File: config.mk
export PLATFORM = sky130hd
export DESIGN_NAME = base64_stream_decoder_top
export DESIGN_NICKNAME = d
export VERILOG_FILES = /design/src/rtl/core/b64d_pkg.sv /design/src/rtl/core/b64d_front.sv /design/src/rtl/core/b64d_queue.sv /design/src/rtl/core/b64d_back.sv /design/src/rtl/core/base64_stream_decoder_top.sv
export SDC_FILE = /design/constraint.sdc
export NUM_CORES = 1
export LEC_CHECK = 0
export BUFFER_PORTS_ARGS = -buffer_cell sky130_fd_sc_hd__buf_4
export CAP_MARGIN = 20
export CELL_PAD_IN_SITES_DETAIL_PLACEMENT = 2
export CELL_PAD_IN_SITES_GLOBAL_PLACEMENT = 2
export CORE_MARGIN = 4
export CORE_UTILIZATION = 35
export CTS_BUF_LIST = sky130_fd_sc_hd__clkbuf_4 sky130_fd_sc_hd__clkbuf_8
export DETAILED_ROUTE_END_ITERATION = 8
export PLACE_DENSITY_LB_ADDON = 0.2
export SLEW_MARGIN = 25
export SYNTH_ARGS = -nofsm -noshare
export SYNTH_HDL_FRONTEND = slang
export SYNTH_SLANG_ARGS = --single-unit
File: constraint.sdc
create_clock -name i_clk -period 3.9 [get_ports i_clk]
set_input_delay 0.78 -clock i_clk [delete_from_list [all_inputs] [get_ports i_clk]]
set_output_delay 0.78 -clock i_clk [all_outputs]
set_load 0.03 [all_outputs]
File: src/rtl/core/b64d_pkg.sv
// Shared types, constants and the character classifier of the Base64 stream decoder.
`default_nettype none

package b64d_pkg;

    // Character and code constants.
    localparam logic [7:0] PAD_CHAR     = 8'h3D;
    localparam logic [6:0] INVALID_CODE = 7'd64;
    localparam logic [1:0] LAST_POS     = 2'd3;
    localparam logic [1:0] FULL_COUNT   = 2'd3;

    // Status codes carried by the end-of-text result.
    localparam logic [1:0] STATUS_OK         = 2'd0;
    localparam logic [1:0] STATUS_BAD_LENGTH = 2'd1;
    localparam logic [1:0] STATUS_BAD_CHAR   = 2'd2;

    // Work handed from the front end to the output sequencer.
    typedef struct packed {
        logic [23:0] word;
        logic [1:0]  byte_count;
        logic        has_status;
        logic [1:0]  status;
    } t_job;

    // Map one byte to its sextet; bytes outside the alphabet give the invalid code.
    function automatic logic [6:0] sextet_of(input logic [7:0] c);
        logic [6:0] code;
        if (c >= 8'h41 && c <= 8'h5A) begin
            code = 7'(c - 8'h41);
        end else if (c >= 8'h61 && c <= 8'h7A) begin
            code = 7'(c - 8'd71);
        end else if (c >= 8'h30 && c <= 8'h39) begin
            code = 7'(c + 8'd4);
        end else if (c == 8'h2B) begin
            code = 7'd62;
        end else if (c == 8'h2F) begin
            code = 7'd63;
        end else if (c == PAD_CHAR) begin
            code = 7'd0;
        end else begin
            code = INVALID_CODE;
        end
        return code;
    endfunction

endpackage

`default_nettype wire

File: src/rtl/core/b64d_front.sv
// Front end: classifies each character, assembles quartets and issues output jobs.
`default_nettype none

module b64d_front (
    input  wire logic          i_clk,
    input  wire logic          i_rst_n,
    input  wire logic          i_cfg_write,
    input  wire logic          i_cfg_check_alphabet,
    input  wire logic          i_accept,
    input  wire logic [7:0]    i_char_code,
    input  wire logic          i_end_of_text,
    output      logic          o_push,
    output      b64d_pkg::t_job o_job
);

    logic       r_check;
    logic [1:0] r_pos;
    logic       r_third;
    logic       r_bad;
    logic       r_err;
    logic [6:0] r_buf [3];

    logic [1:0] n_pos;
    logic       n_third;
    logic       n_bad;
    logic       n_err;

    logic [6:0] code;
    logic       is_pad;
    logic       bad_now;
    logic [23:0] word;
    logic [1:0] count;

    // Classify the character and work out the quartet's next state.
    always_comb begin
        code    = b64d_pkg::sextet_of(i_char_code);
        is_pad  = (i_char_code == b64d_pkg::PAD_CHAR);
        bad_now = r_bad | (code == b64d_pkg::INVALID_CODE);
        // Invalid codes are ORed in as is; bit 6 of the first sextet falls off the word.
        word    = (24'(r_buf[0]) << 18) | (24'(r_buf[1]) << 12)
                | (24'(r_buf[2]) << 6) | 24'(code);
        n_pos   = r_pos;
        n_third = r_third;
        n_bad   = bad_now;
        n_err   = r_err;
        count   = 2'd0;
        if (r_pos != b64d_pkg::LAST_POS) begin
            n_pos = r_pos + 2'd1;
            if (r_pos == 2'd2) begin
                n_third = is_pad;
            end
        end else begin
            n_pos   = 2'd0;
            n_bad   = 1'b0;
            n_third = 1'b0;
            if (!r_err) begin
                if (r_check && bad_now) begin
                    n_err = 1'b1;
                end else begin
                    count = b64d_pkg::FULL_COUNT
                          - ((i_end_of_text && r_third) ? 2'd1 : 2'd0)
                          - ((i_end_of_text && is_pad) ? 2'd1 : 2'd0);
                end
            end
        end
    end

    // Build the job; a status job is issued on the final character.
    always_comb begin
        o_job.word       = word;
        o_job.byte_count = count;
        o_job.has_status = i_end_of_text;
        if (n_pos != 2'd0) begin
            o_job.status = b64d_pkg::STATUS_BAD_LENGTH;
        end else if (n_err) begin
            o_job.status = b64d_pkg::STATUS_BAD_CHAR;
        end else begin
            o_job.status = b64d_pkg::STATUS_OK;
        end
        o_push = i_accept && ((count != 2'd0) || i_end_of_text);
    end

    // Control state; the final character returns the stream state to idle.
    always_ff @(posedge i_clk) begin
        if (!i_rst_n) begin
            r_check <= 1'b1;
            r_pos   <= 2'd0;
            r_third <= 1'b0;
            r_bad   <= 1'b0;
            r_err   <= 1'b0;
        end else begin
            if (i_cfg_write) begin
                r_check <= i_cfg_check_alphabet;
            end
            if (i_accept) begin
                if (i_end_of_text) begin
                    r_pos   <= 2'd0;
                    r_third <= 1'b0;
                    r_bad   <= 1'b0;
                    r_err   <= 1'b0;
                end else begin
                    r_pos   <= n_pos;
                    r_third <= n_third;
                    r_bad   <= n_bad;
                    r_err   <= n_err;
                end
            end
        end
    end

    // Sextet buffer; every entry is written before the quartet reads it.
    always_ff @(posedge i_clk) begin
        if (i_accept && r_pos != b64d_pkg::LAST_POS) begin
            r_buf[r_pos] <= code;
        end
    end

endmodule

`default_nettype wire

File: src/rtl/core/b64d_queue.sv
// Job queue between the front end and the output sequencer.
`default_nettype none

module b64d_queue #(
    parameter int DEPTH = 4
) (
    input  wire logic           i_clk,
    input  wire logic           i_rst_n,
    input  wire logic           i_push,
    input  wire b64d_pkg::t_job i_job,
    output      logic           o_full,
    input  wire logic           i_pop,
    output      logic           o_valid,
    output      b64d_pkg::t_job o_job
);

    localparam int PTR_W = (DEPTH > 1) ? $clog2(DEPTH) : 1;
    localparam int CNT_W = $clog2(DEPTH + 1);

    b64d_pkg::t_job r_slot [DEPTH];
    logic [PTR_W-1:0] r_wr;
    logic [PTR_W-1:0] r_rd;
    logic [CNT_W-1:0] r_count;

    logic do_push;
    logic do_pop;

    assign o_full  = (r_count == CNT_W'(DEPTH));
    assign o_valid = (r_count != '0);
    assign o_job   = r_slot[r_rd];
    assign do_push = i_push && !o_full;
    assign do_pop  = i_pop && o_valid;

    // Pointers and fill count.
    always_ff @(posedge i_clk) begin
        if (!i_rst_n) begin
            r_wr    <= '0;
            r_rd    <= '0;
            r_count <= '0;
        end else begin
            if (do_push) begin
                r_wr <= (r_wr == PTR_W'(DEPTH - 1)) ? '0 : r_wr + 1'b1;
            end
            if (do_pop) begin
                r_rd <= (r_rd == PTR_W'(DEPTH - 1)) ? '0 : r_rd + 1'b1;
            end
            if (do_push && !do_pop) begin
                r_count <= r_count + 1'b1;
            end else if (do_pop && !do_push) begin
                r_count <= r_count - 1'b1;
            end
        end
    end

    // Job storage.
    always_ff @(posedge i_clk) begin
        if (do_push) begin
            r_slot[r_wr] <= i_job;
        end
    end

endmodule

`default_nettype wire

File: src/rtl/core/b64d_back.sv
// Output sequencer: turns each job into byte and status items behind an output register.
`default_nettype none

module b64d_back (
    input  wire logic           i_clk,
    input  wire logic           i_rst_n,
    input  wire logic           i_job_valid,
    input  wire b64d_pkg::t_job i_job,
    output      logic           o_pop,
    output      logic           o_out_valid,
    input  wire logic           i_out_ready,
    output      logic [7:0]     o_out_byte,
    output      logic           o_is_status,
    output      logic [1:0]     o_status_code,
    output      logic           o_last_of_run
);

    logic           r_busy;
    b64d_pkg::t_job r_job;
    logic [1:0]     r_sent;
    logic           r_out_valid;
    logic [7:0]     r_byte;
    logic           r_is_status;
    logic [1:0]     r_status;
    logic           r_last;

    logic       advance;
    logic       sending_byte;
    logic       job_done;
    logic [7:0] sel_byte;

    assign advance      = !r_out_valid || i_out_ready;
    assign sending_byte = (r_sent < r_job.byte_count);
    assign job_done     = sending_byte
                        ? ((r_sent == r_job.byte_count - 2'd1) && !r_job.has_status)
                        : 1'b1;
    // A new job is loaded when idle or when the current one sends its final item.
    assign o_pop        = i_job_valid && (!r_busy || (advance && job_done));

    // Byte lane select, most significant byte first.
    always_comb begin
        case (r_sent)
            2'd0:    sel_byte = r_job.word[23:16];
            2'd1:    sel_byte = r_job.word[15:8];
            default: sel_byte = r_job.word[7:0];
        endcase
    end

    // Sequencer control and output valid.
    always_ff @(posedge i_clk) begin
        if (!i_rst_n) begin
            r_busy      <= 1'b0;
            r_sent      <= 2'd0;
            r_out_valid <= 1'b0;
        end else begin
            if (advance) begin
                r_out_valid <= r_busy;
            end
            if (r_busy && advance && !job_done) begin
                r_sent <= r_sent + 2'd1;
            end else if (!r_busy || (advance && job_done)) begin
                r_busy <= i_job_valid;
                r_sent <= 2'd0;
            end
        end
    end

    // Job and output payload.
    always_ff @(posedge i_clk) begin
        if (o_pop) begin
            r_job <= i_job;
        end
        if (advance && r_busy) begin
            r_byte      <= sending_byte ? sel_byte : 8'd0;
            r_is_status <= !sending_byte;
            r_status    <= sending_byte ? b64d_pkg::STATUS_OK : r_job.status;
            r_last      <= job_done;
        end
    end

    assign o_out_valid   = r_out_valid;
    assign o_out_byte    = r_byte;
    assign o_is_status   = r_is_status;
    assign o_status_code = r_status;
    assign o_last_of_run = r_last;

endmodule

`default_nettype wire

File: src/rtl/core/base64_stream_decoder_top.sv
// Top level of the Base64 stream decoder.
`default_nettype none

// Base64 (standard alphabet) decoder taking one character item per clock
// while its queue has room. Every fourth character yields three byte items,
// fewer in a final quartet with '=' padding, none once checking has found an
// invalid character; the character flagged end_of_text is followed by one
// status item (0 ok, 1 length not a multiple of four, 2 invalid character).
// The output side delivers one item per cycle while i_out_ready is high. The
// front end classifies characters and queues output jobs in a queue of
// QUEUE_DEPTH entries, so input stalls only when that queue is full.
// check_alphabet (reset 1) is written through the configuration channel and
// is always ready; write it only while the decoder is idle.
module base64_stream_decoder_top #(
    parameter int QUEUE_DEPTH = 4
) (
    input  wire logic       i_clk,
    input  wire logic       i_rst_n,
    input  wire logic       i_cfg_valid,
    output      logic       o_cfg_ready,
    input  wire logic       i_cfg_check_alphabet,
    input  wire logic       i_in_valid,
    output      logic       o_in_ready,
    input  wire logic [7:0] i_char_code,
    input  wire logic       i_end_of_text,
    output      logic       o_out_valid,
    input  wire logic       i_out_ready,
    output      logic [7:0] o_out_byte,
    output      logic       o_is_status,
    output      logic [1:0] o_status_code,
    output      logic       o_last_of_run
);

    logic           accept;
    logic           push;
    b64d_pkg::t_job front_job;
    logic           q_full;
    logic           q_valid;
    logic           pop;
    b64d_pkg::t_job q_job;

    assign o_cfg_ready = 1'b1;
    assign o_in_ready  = !q_full;
    assign accept      = i_in_valid && !q_full;

    b64d_front u_front (
        .i_clk                (i_clk),
        .i_rst_n              (i_rst_n),
        .i_cfg_write          (i_cfg_valid),
        .i_cfg_check_alphabet (i_cfg_check_alphabet),
        .i_accept             (accept),
        .i_char_code          (i_char_code),
        .i_end_of_text        (i_end_of_text),
        .o_push               (push),
        .o_job                (front_job)
    );

    b64d_queue #(
        .DEPTH (QUEUE_DEPTH)
    ) u_queue (
        .i_clk   (i_clk),
        .i_rst_n (i_rst_n),
        .i_push  (push),
        .i_job   (front_job),
        .o_full  (q_full),
        .i_pop   (pop),
        .o_valid (q_valid),
        .o_job   (q_job)
    );

    b64d_back u_back (
        .i_clk         (i_clk),
        .i_rst_n       (i_rst_n),
        .i_job_valid   (q_valid),
        .i_job         (q_job),
        .o_pop         (pop),
        .o_out_valid   (o_out_valid),
        .i_out_ready   (i_out_ready),
        .o_out_byte    (o_out_byte),
        .o_is_status   (o_is_status),
        .o_status_code (o_status_code),
        .o_last_of_run (o_last_of_run)
    );

endmodule

`default_nettype wire
# == After elaboration in Yosys (flattened, before gate mapping) ==
# Memories as Yosys holds them, arrays and structs flattened. A register that Yosys moved wholly into a read port is not among the register bits.
# Index checks and enable logic that the tools add are counted.
# totals
ff_bits,29
mem_bits_rw,137
inputBits,15
output_inout_bits,15
wordCells,126
memories,2
# classes
addsub,12
magnitude_cmp,7
eq_ne,12
n_mux,36
n_bitwise,5
reduce_logical,37
# memory_table
memory,depth,word_bits,read_ports,rd_clocked_by_memory_dff,wr,line,rtl
u_queue.r_slot,4,29,1,1,1,b64d_queue.sv:20,b64d_pkg::t_job r_slot [DEPTH];
u_front.r_buf,3,7,3,0,1,b64d_front.sv:21,logic [6:0] r_buf [3];
# op_table
operator,count
two-way mux 7 bit,6
"== test 8 x 6 -> 1 bit, second input constant",3
OR 24 x 13 -> 24 bit,1
OR 24 x 19 -> 24 bit,1
OR 24 x 7 -> 24 bit,1
two-way mux 2 bit,11
logical AND 1 bit,18
"greater-or-equal comparator 8 x 7 -> 1 bit, second input constant",2
"less-or-equal comparator 8 x 7 -> 1 bit, second input constant",2
two-way mux 1 bit,16
case mux 8 bit (2 select lines),1
"subtractor 7 bit, second input constant",2
"adder 2 x 1 -> 2 bit, second input constant",4
"greater-or-equal comparator 8 x 6 -> 1 bit, second input constant",1
"less-or-equal comparator 8 x 6 -> 1 bit, second input constant",1
logical NOT 1 bit,8
nonzero test 2 bit,4
"adder 7 x 3 -> 7 bit, second input constant",1
"== test 7 bit, second input constant",1
"== test 2 bit, second input constant",3
two-way mux 3 bit,2
AND reduction 2 bit,2
"adder 3 x 1 -> 3 bit, second input constant",1
"== test 3 bit, second input constant",1
other kinds (14),16

# == Logic depth before layout (Yosys ltp) ==
# logic_depth
word_depth,21
ltp_mapped,15
ltp_nobuf,14

# == By module ==
# From an unflattened synthesis, not the netlist that was laid out.
# unflattened
cells_unflattened,496
area_unflattened_um2,8284.2
# by_module_without_submodules
module,instances,cells_per_inst,area_per_inst_um2,seq_area_each_um2
b64d_queue,1,202,4669.5,3663.5
b64d_front,1,187,1920.6,720.7
b64d_back,1,103,1672.9,1311.3
base64_stream_decoder_top,1,4,21.3,0.0

# == Worst setup path before layout ==
# Ideal clock, no wire load.
# synth_timing
kind,input -> register
from,input i_char_code[2]
to,register u_queue.r_count[2]
arrival_time_ns,3.607
required_ns,3.824
slack_ns,0.217
path_stages,15
cell_sequence,ha_1 clkbuf_1 a21oi_1 o311ai_4 nor2_2 a32o_1 a41oi_2 a22o_1 buf_6 ha_1 inv_1 fa_1 xor2_1 or3_1 a21boi_0
# synth_between
elab_chain_cells,20
word_cells_on_any_way,39
cone_classes,add/sub (4); order compare (6); eq/ne (4); mux (11); bitwise (1); reduce/logical (13)
# synth_lines
item,line,rtl
from (decl),base64_stream_decoder_top.sv:24,"input wire logic [7:0] i_char_code,"
== test 8 x 6 -> 1 bit,"b64d_pkg.sv:38, b64d_front.sv:37",
two-way mux 7 bit,b64d_pkg.sv:38,end else if (c == PAD_CHAR) begin
two-way mux 7 bit,b64d_pkg.sv:36,end else if (c == 8'h2F) begin
two-way mux 7 bit,b64d_pkg.sv:34,end else if (c == 8'h2B) begin
two-way mux 7 bit,b64d_pkg.sv:32,end else if (c >= 8'h30 && c <= 8'h39) begin
two-way mux 7 bit,b64d_pkg.sv:30,end else if (c >= 8'h61 && c <= 8'h7A) begin
two-way mux 7 bit,b64d_pkg.sv:28,if (c >= 8'h41 && c <= 8'h5A) begin
== test 7 bit,b64d_front.sv:38,bad_now = r_bad | (code == b64d_pkg::INVALID_CODE);
(+5 left out),-,
nonzero test 2 bit *,b64d_front.sv:80,o_push = i_accept && ((count != 2'd0) || i_end_of_text);
logical OR 1 bit *,b64d_front.sv:80,
logical AND 1 bit *,b64d_front.sv:80,
logical AND 1 bit *,b64d_queue.sv:31,assign do_push = i_push && !o_full;
named net u_queue.do_push,b64d_queue.sv:25,logic do_push;
logical NOT 1 bit,b64d_queue.sv:49,end else if (do_pop && !do_push) begin
logical AND 1 bit,b64d_queue.sv:49,
nonzero test 2 bit (no source line),-,
to (signal assigned),b64d_queue.sv:48,r_count <= r_count + 1'b1;
to (signal assigned),b64d_queue.sv:50,r_count <= r_count - 1'b1;
to (decl),b64d_queue.sv:23,logic [CNT_W-1:0] r_count;
# Mark *: on every way through the listed nets, which the timed path passes. The rest lies on a longest branch.
# A chain may end at the register's enable or synchronous reset.

# == Worst setup path in the final report ==
# layout_timing
from,input i_char_code[2]
to,register u_queue.r_count[2]
# layout_between
elab_chain_cells,20
word_cells_on_any_way,39
cone_classes,add/sub (4); order compare (6); eq/ne (4); mux (11); bitwise (1); reduce/logical (13)
# layout_lines
item,line,rtl
== test 8 x 6 -> 1 bit,"b64d_pkg.sv:38, b64d_front.sv:37",
two-way mux 7 bit,b64d_pkg.sv:38,
two-way mux 7 bit,b64d_pkg.sv:36,
two-way mux 7 bit,b64d_pkg.sv:34,
two-way mux 7 bit,b64d_pkg.sv:32,
two-way mux 7 bit,b64d_pkg.sv:30,
two-way mux 7 bit,b64d_pkg.sv:28,
== test 7 bit,b64d_front.sv:38,
(+4 left out),-,
two-way mux 2 bit *,b64d_front.sv:47,if (r_pos != b64d_pkg::LAST_POS) begin
nonzero test 2 bit *,b64d_front.sv:80,
logical OR 1 bit *,b64d_front.sv:80,
logical AND 1 bit *,b64d_front.sv:80,
logical AND 1 bit *,b64d_queue.sv:31,
logical NOT 1 bit,b64d_queue.sv:49,
logical AND 1 bit,b64d_queue.sv:49,
nonzero test 2 bit (no source line),-,
# Mark *: on every way between the ends. The rest lies on a longest branch, timed or not.

==> run metrics <==
NumNets Final 545; Slew Limit Fails 0; final-report setup violation count 0; vias in the first global route 4569; power density over the cells 614 nW/um^2; post-synth cell types 55; Synth Flop Type edfxtp_1; CTS hold repair buffers 0; clk sinks 194; status completed; Post-synth EDFFs 177; Post-Place Setup Slack -0.0755 ns; reg-to-reg startpoint u_back.r_job[4]$_DFFE_PP_; initial DRC count 283; yosys warns 0; Startpoint Class input port; clk root buf clkbuf_8; crit path time final 3.48 ns; Gate Count Post-Synth 463; Crit Path Max Fanout 9; multi-input logic area 2060 um^2; GRT Total Usage 15.1%; final clock skew 0.0167 ns; worst-margin pin slew 0.892 ns; Max Clk Rate 287 MHz; Syn Nets 502; unrepaired setup endpoints after global routing false; Pwr Total 5.46 mW; Post-DP HPWL 12200 um; r2r endpoint u_queue.r_count[2]$_SDFFE_PN0P_; row count 54; crit path from i_char_code[2]; drt first pass iters 4; worst ir drop on vdd 0.000215 V; ratio of cells with drive above 1 in the final layout 21.8%; Hold Path Sink u_front.r_err$_SDFFE_PN0P_; Initial Utilization 35.9%; first-pass GRT wire length 27700 um; clock slew at reported path FFs 0.09 ns; Hold Slack 0.473 ns; Die ar. 25000 um^2; fill count 2108; Layout area overhead 12.8%; post-DR wirelength/cell 22.4 um; Mapped Avg Cell Area 17.0 um^2; Worst Path Arrival 3.86 ns; Reg2Reg Setup Slack 0.79 ns; Final WS setup 0.420 ns; ANT nets after route 0; sequential area share after synthesis 71.8%; Hold/Removal Path Class reg -> reg; Async SR Flop Fraction 0%; routed wire length 17900 um; P_leak 2.98 nW; Hold Vio Cnt, Final 0; core area 22000 um^2; max cap viols 0; vias after detailed routing 4117; CP Capture Type register; drt drc 0; number of I/O pins 30; Die Y 158 um; post-CTS setup buffers 0; Slew HR 40.5%; Clock Path Buffers 2; Post-Syn Area 7870 um^2; Worst Hold Launch u_front.r_err$_SDFFE_PN0P_; Seq. cell area 5660 um^2; Tcrit/Tclk final 89.2%; TritonCTS clock tree done; total CTS buffers 17; Vias/cell 5.15; gr ovfl total 0; largest net degree at the start of global routing 32; R2R cell count 12; commonest non-fill, non-tap cell in the layout edfxtp_1; final core utilization 40.5%; DIE WIDTH 158 um; Worst-Skew Late Latency 0.46 ns; quantity of I/O buffers inserted on ports 28; post-cts resize count 0; Worst Path Required 4.28 ns; H-tree depth 4; initial antenna violation count 0; FF+latch count, synth 194; number of diodes 0; Worst Hold Depth 2; Final Wtd Congestion 0.803; most frequent cells in the layout 177 x edfxtp_1, 37 x buf_4, 30 x nand2_1; Setup CP Type in -> reg
[state kept, by name, indices dropped and copies added, names as in the netlist]
name / count
u_back.r_busy: 1
u_back.o_is_status: 1
u_front.r_third: 1
u_queue.r_wr: 2
u_front.r_bad: 1
u_front.r_buf: 20
u_queue.r_slot: 116
u_back.o_out_valid: 1
u_queue.r_rd: 2
u_back.r_sent: 2
u_back.o_last_of_run: 1
u_back.r_job: 29
u_back.o_out_byte: 8
u_front.r_pos: 2
u_queue.r_count: 3
u_front.r_check: 1
u_front.r_err: 1
u_back.o_status_code: 2
[power by group]
part	internal (mW)	total, mW	switching [mW]
Combinational	0.542	1.28	0.736
Clock	0.517	1.20	0.685
Sequential	2.73	2.98	0.249
Total	3.79	5.46	1.67
[cell usage after synthesis (8+ instances only)]
cell / n / share of area [%]
and2_1: 11 / 0.87
inv_1: 20 / 0.95
o21ai_0: 9 / 0.57
a21oi_1: 27 / 1.7
nand2_1: 30 / 1.4
ha_1: 23 / 3.7
edfxtp_1: 177 / 68
nor2_1: 13 / 0.62
mux4_2: 29 / 8.3
a22oi_1: 9 / 0.86
nor2b_1: 8 / 0.64
dfxtp_1: 17 / 4.3
clkbuf_1: 11 / 0.52
[worst max path at each step]
stage	to	slack, ns	cells after the start
after global routing	u_queue.r_count[2]$_SDFFE_PN0P_	0.22	15
after global placement	u_queue.r_count[2]$_SDFFE_PN0P_	0.08	15
final	u_queue.r_count[2]$_SDFFE_PN0P_	0.42	15
after CTS	u_queue.r_count[2]$_SDFFE_PN0P_	0.42	15
after detailed placement	u_queue.r_count[2]$_SDFFE_PN0P_	-0.08	15
after floorplan	u_queue.r_count[2]$_SDFFE_PN0P_	0.22	15
[stage by stage]
stage                     TNS [ns]  std cells  area [um^2]
after floorplan                  0        463         7870
after global placement           0        767         8520
after detailed placement   -0.0755        767         8530
after CTS                        0        799         8880
after global routing             0        799         8880
final                            0        799         8880
[routing by layer]
layer | up-vias | wire length, um | global-route usage [%]
li1 | 1861 | - | -
met1 | 2170 | 8070 | 19.6
met2 | 72 | 9170 | 26.1
met3 | 14 | 522 | 3.01
met4 | 0 | 170 | 3.66
met5 | - | 0 | 0
[logic make-up after synthesis]
kind of cell	after synthesis	synth area share [%]
flip-flops	194	71.8
AND/OR/NAND/NOR	90	6.01
AO/OA/AOI/OAI	73	6.36
buffers and inverters	39	2.02
multiplexers	34	8.93
adder cells (fa/ha/maj)	24	3.91
XOR/XNOR	8	0.890
other	1	0.0476
[cell type report]
cell class / instances / area share (%)
timing repair buffer: 42 / 4.25
tap: 280 / 3.94
clock inverter: 13 / 1.23
clock buffer: 19 / 2.80
multi-input combinational: 230 / 23.2
inverter: 21 / 0.887
sequential: 194 / 63.7
[critical path, cell delays in order]
cell and delay, ns:
buf_4 0.14, inv_1 0.10, ha_1 0.31, a21oi_1 0.15, o311ai_4 0.30, nor2_2 0.10, a32o_1 0.28, a41oi_2 0.21
a22o_1 0.19, ha_1 0.19, inv_1 0.07, fa_1 0.37, xor2_1 0.17, or3_1 0.30, a21boi_0 0.18
Power figures use the tool's default switching activity.
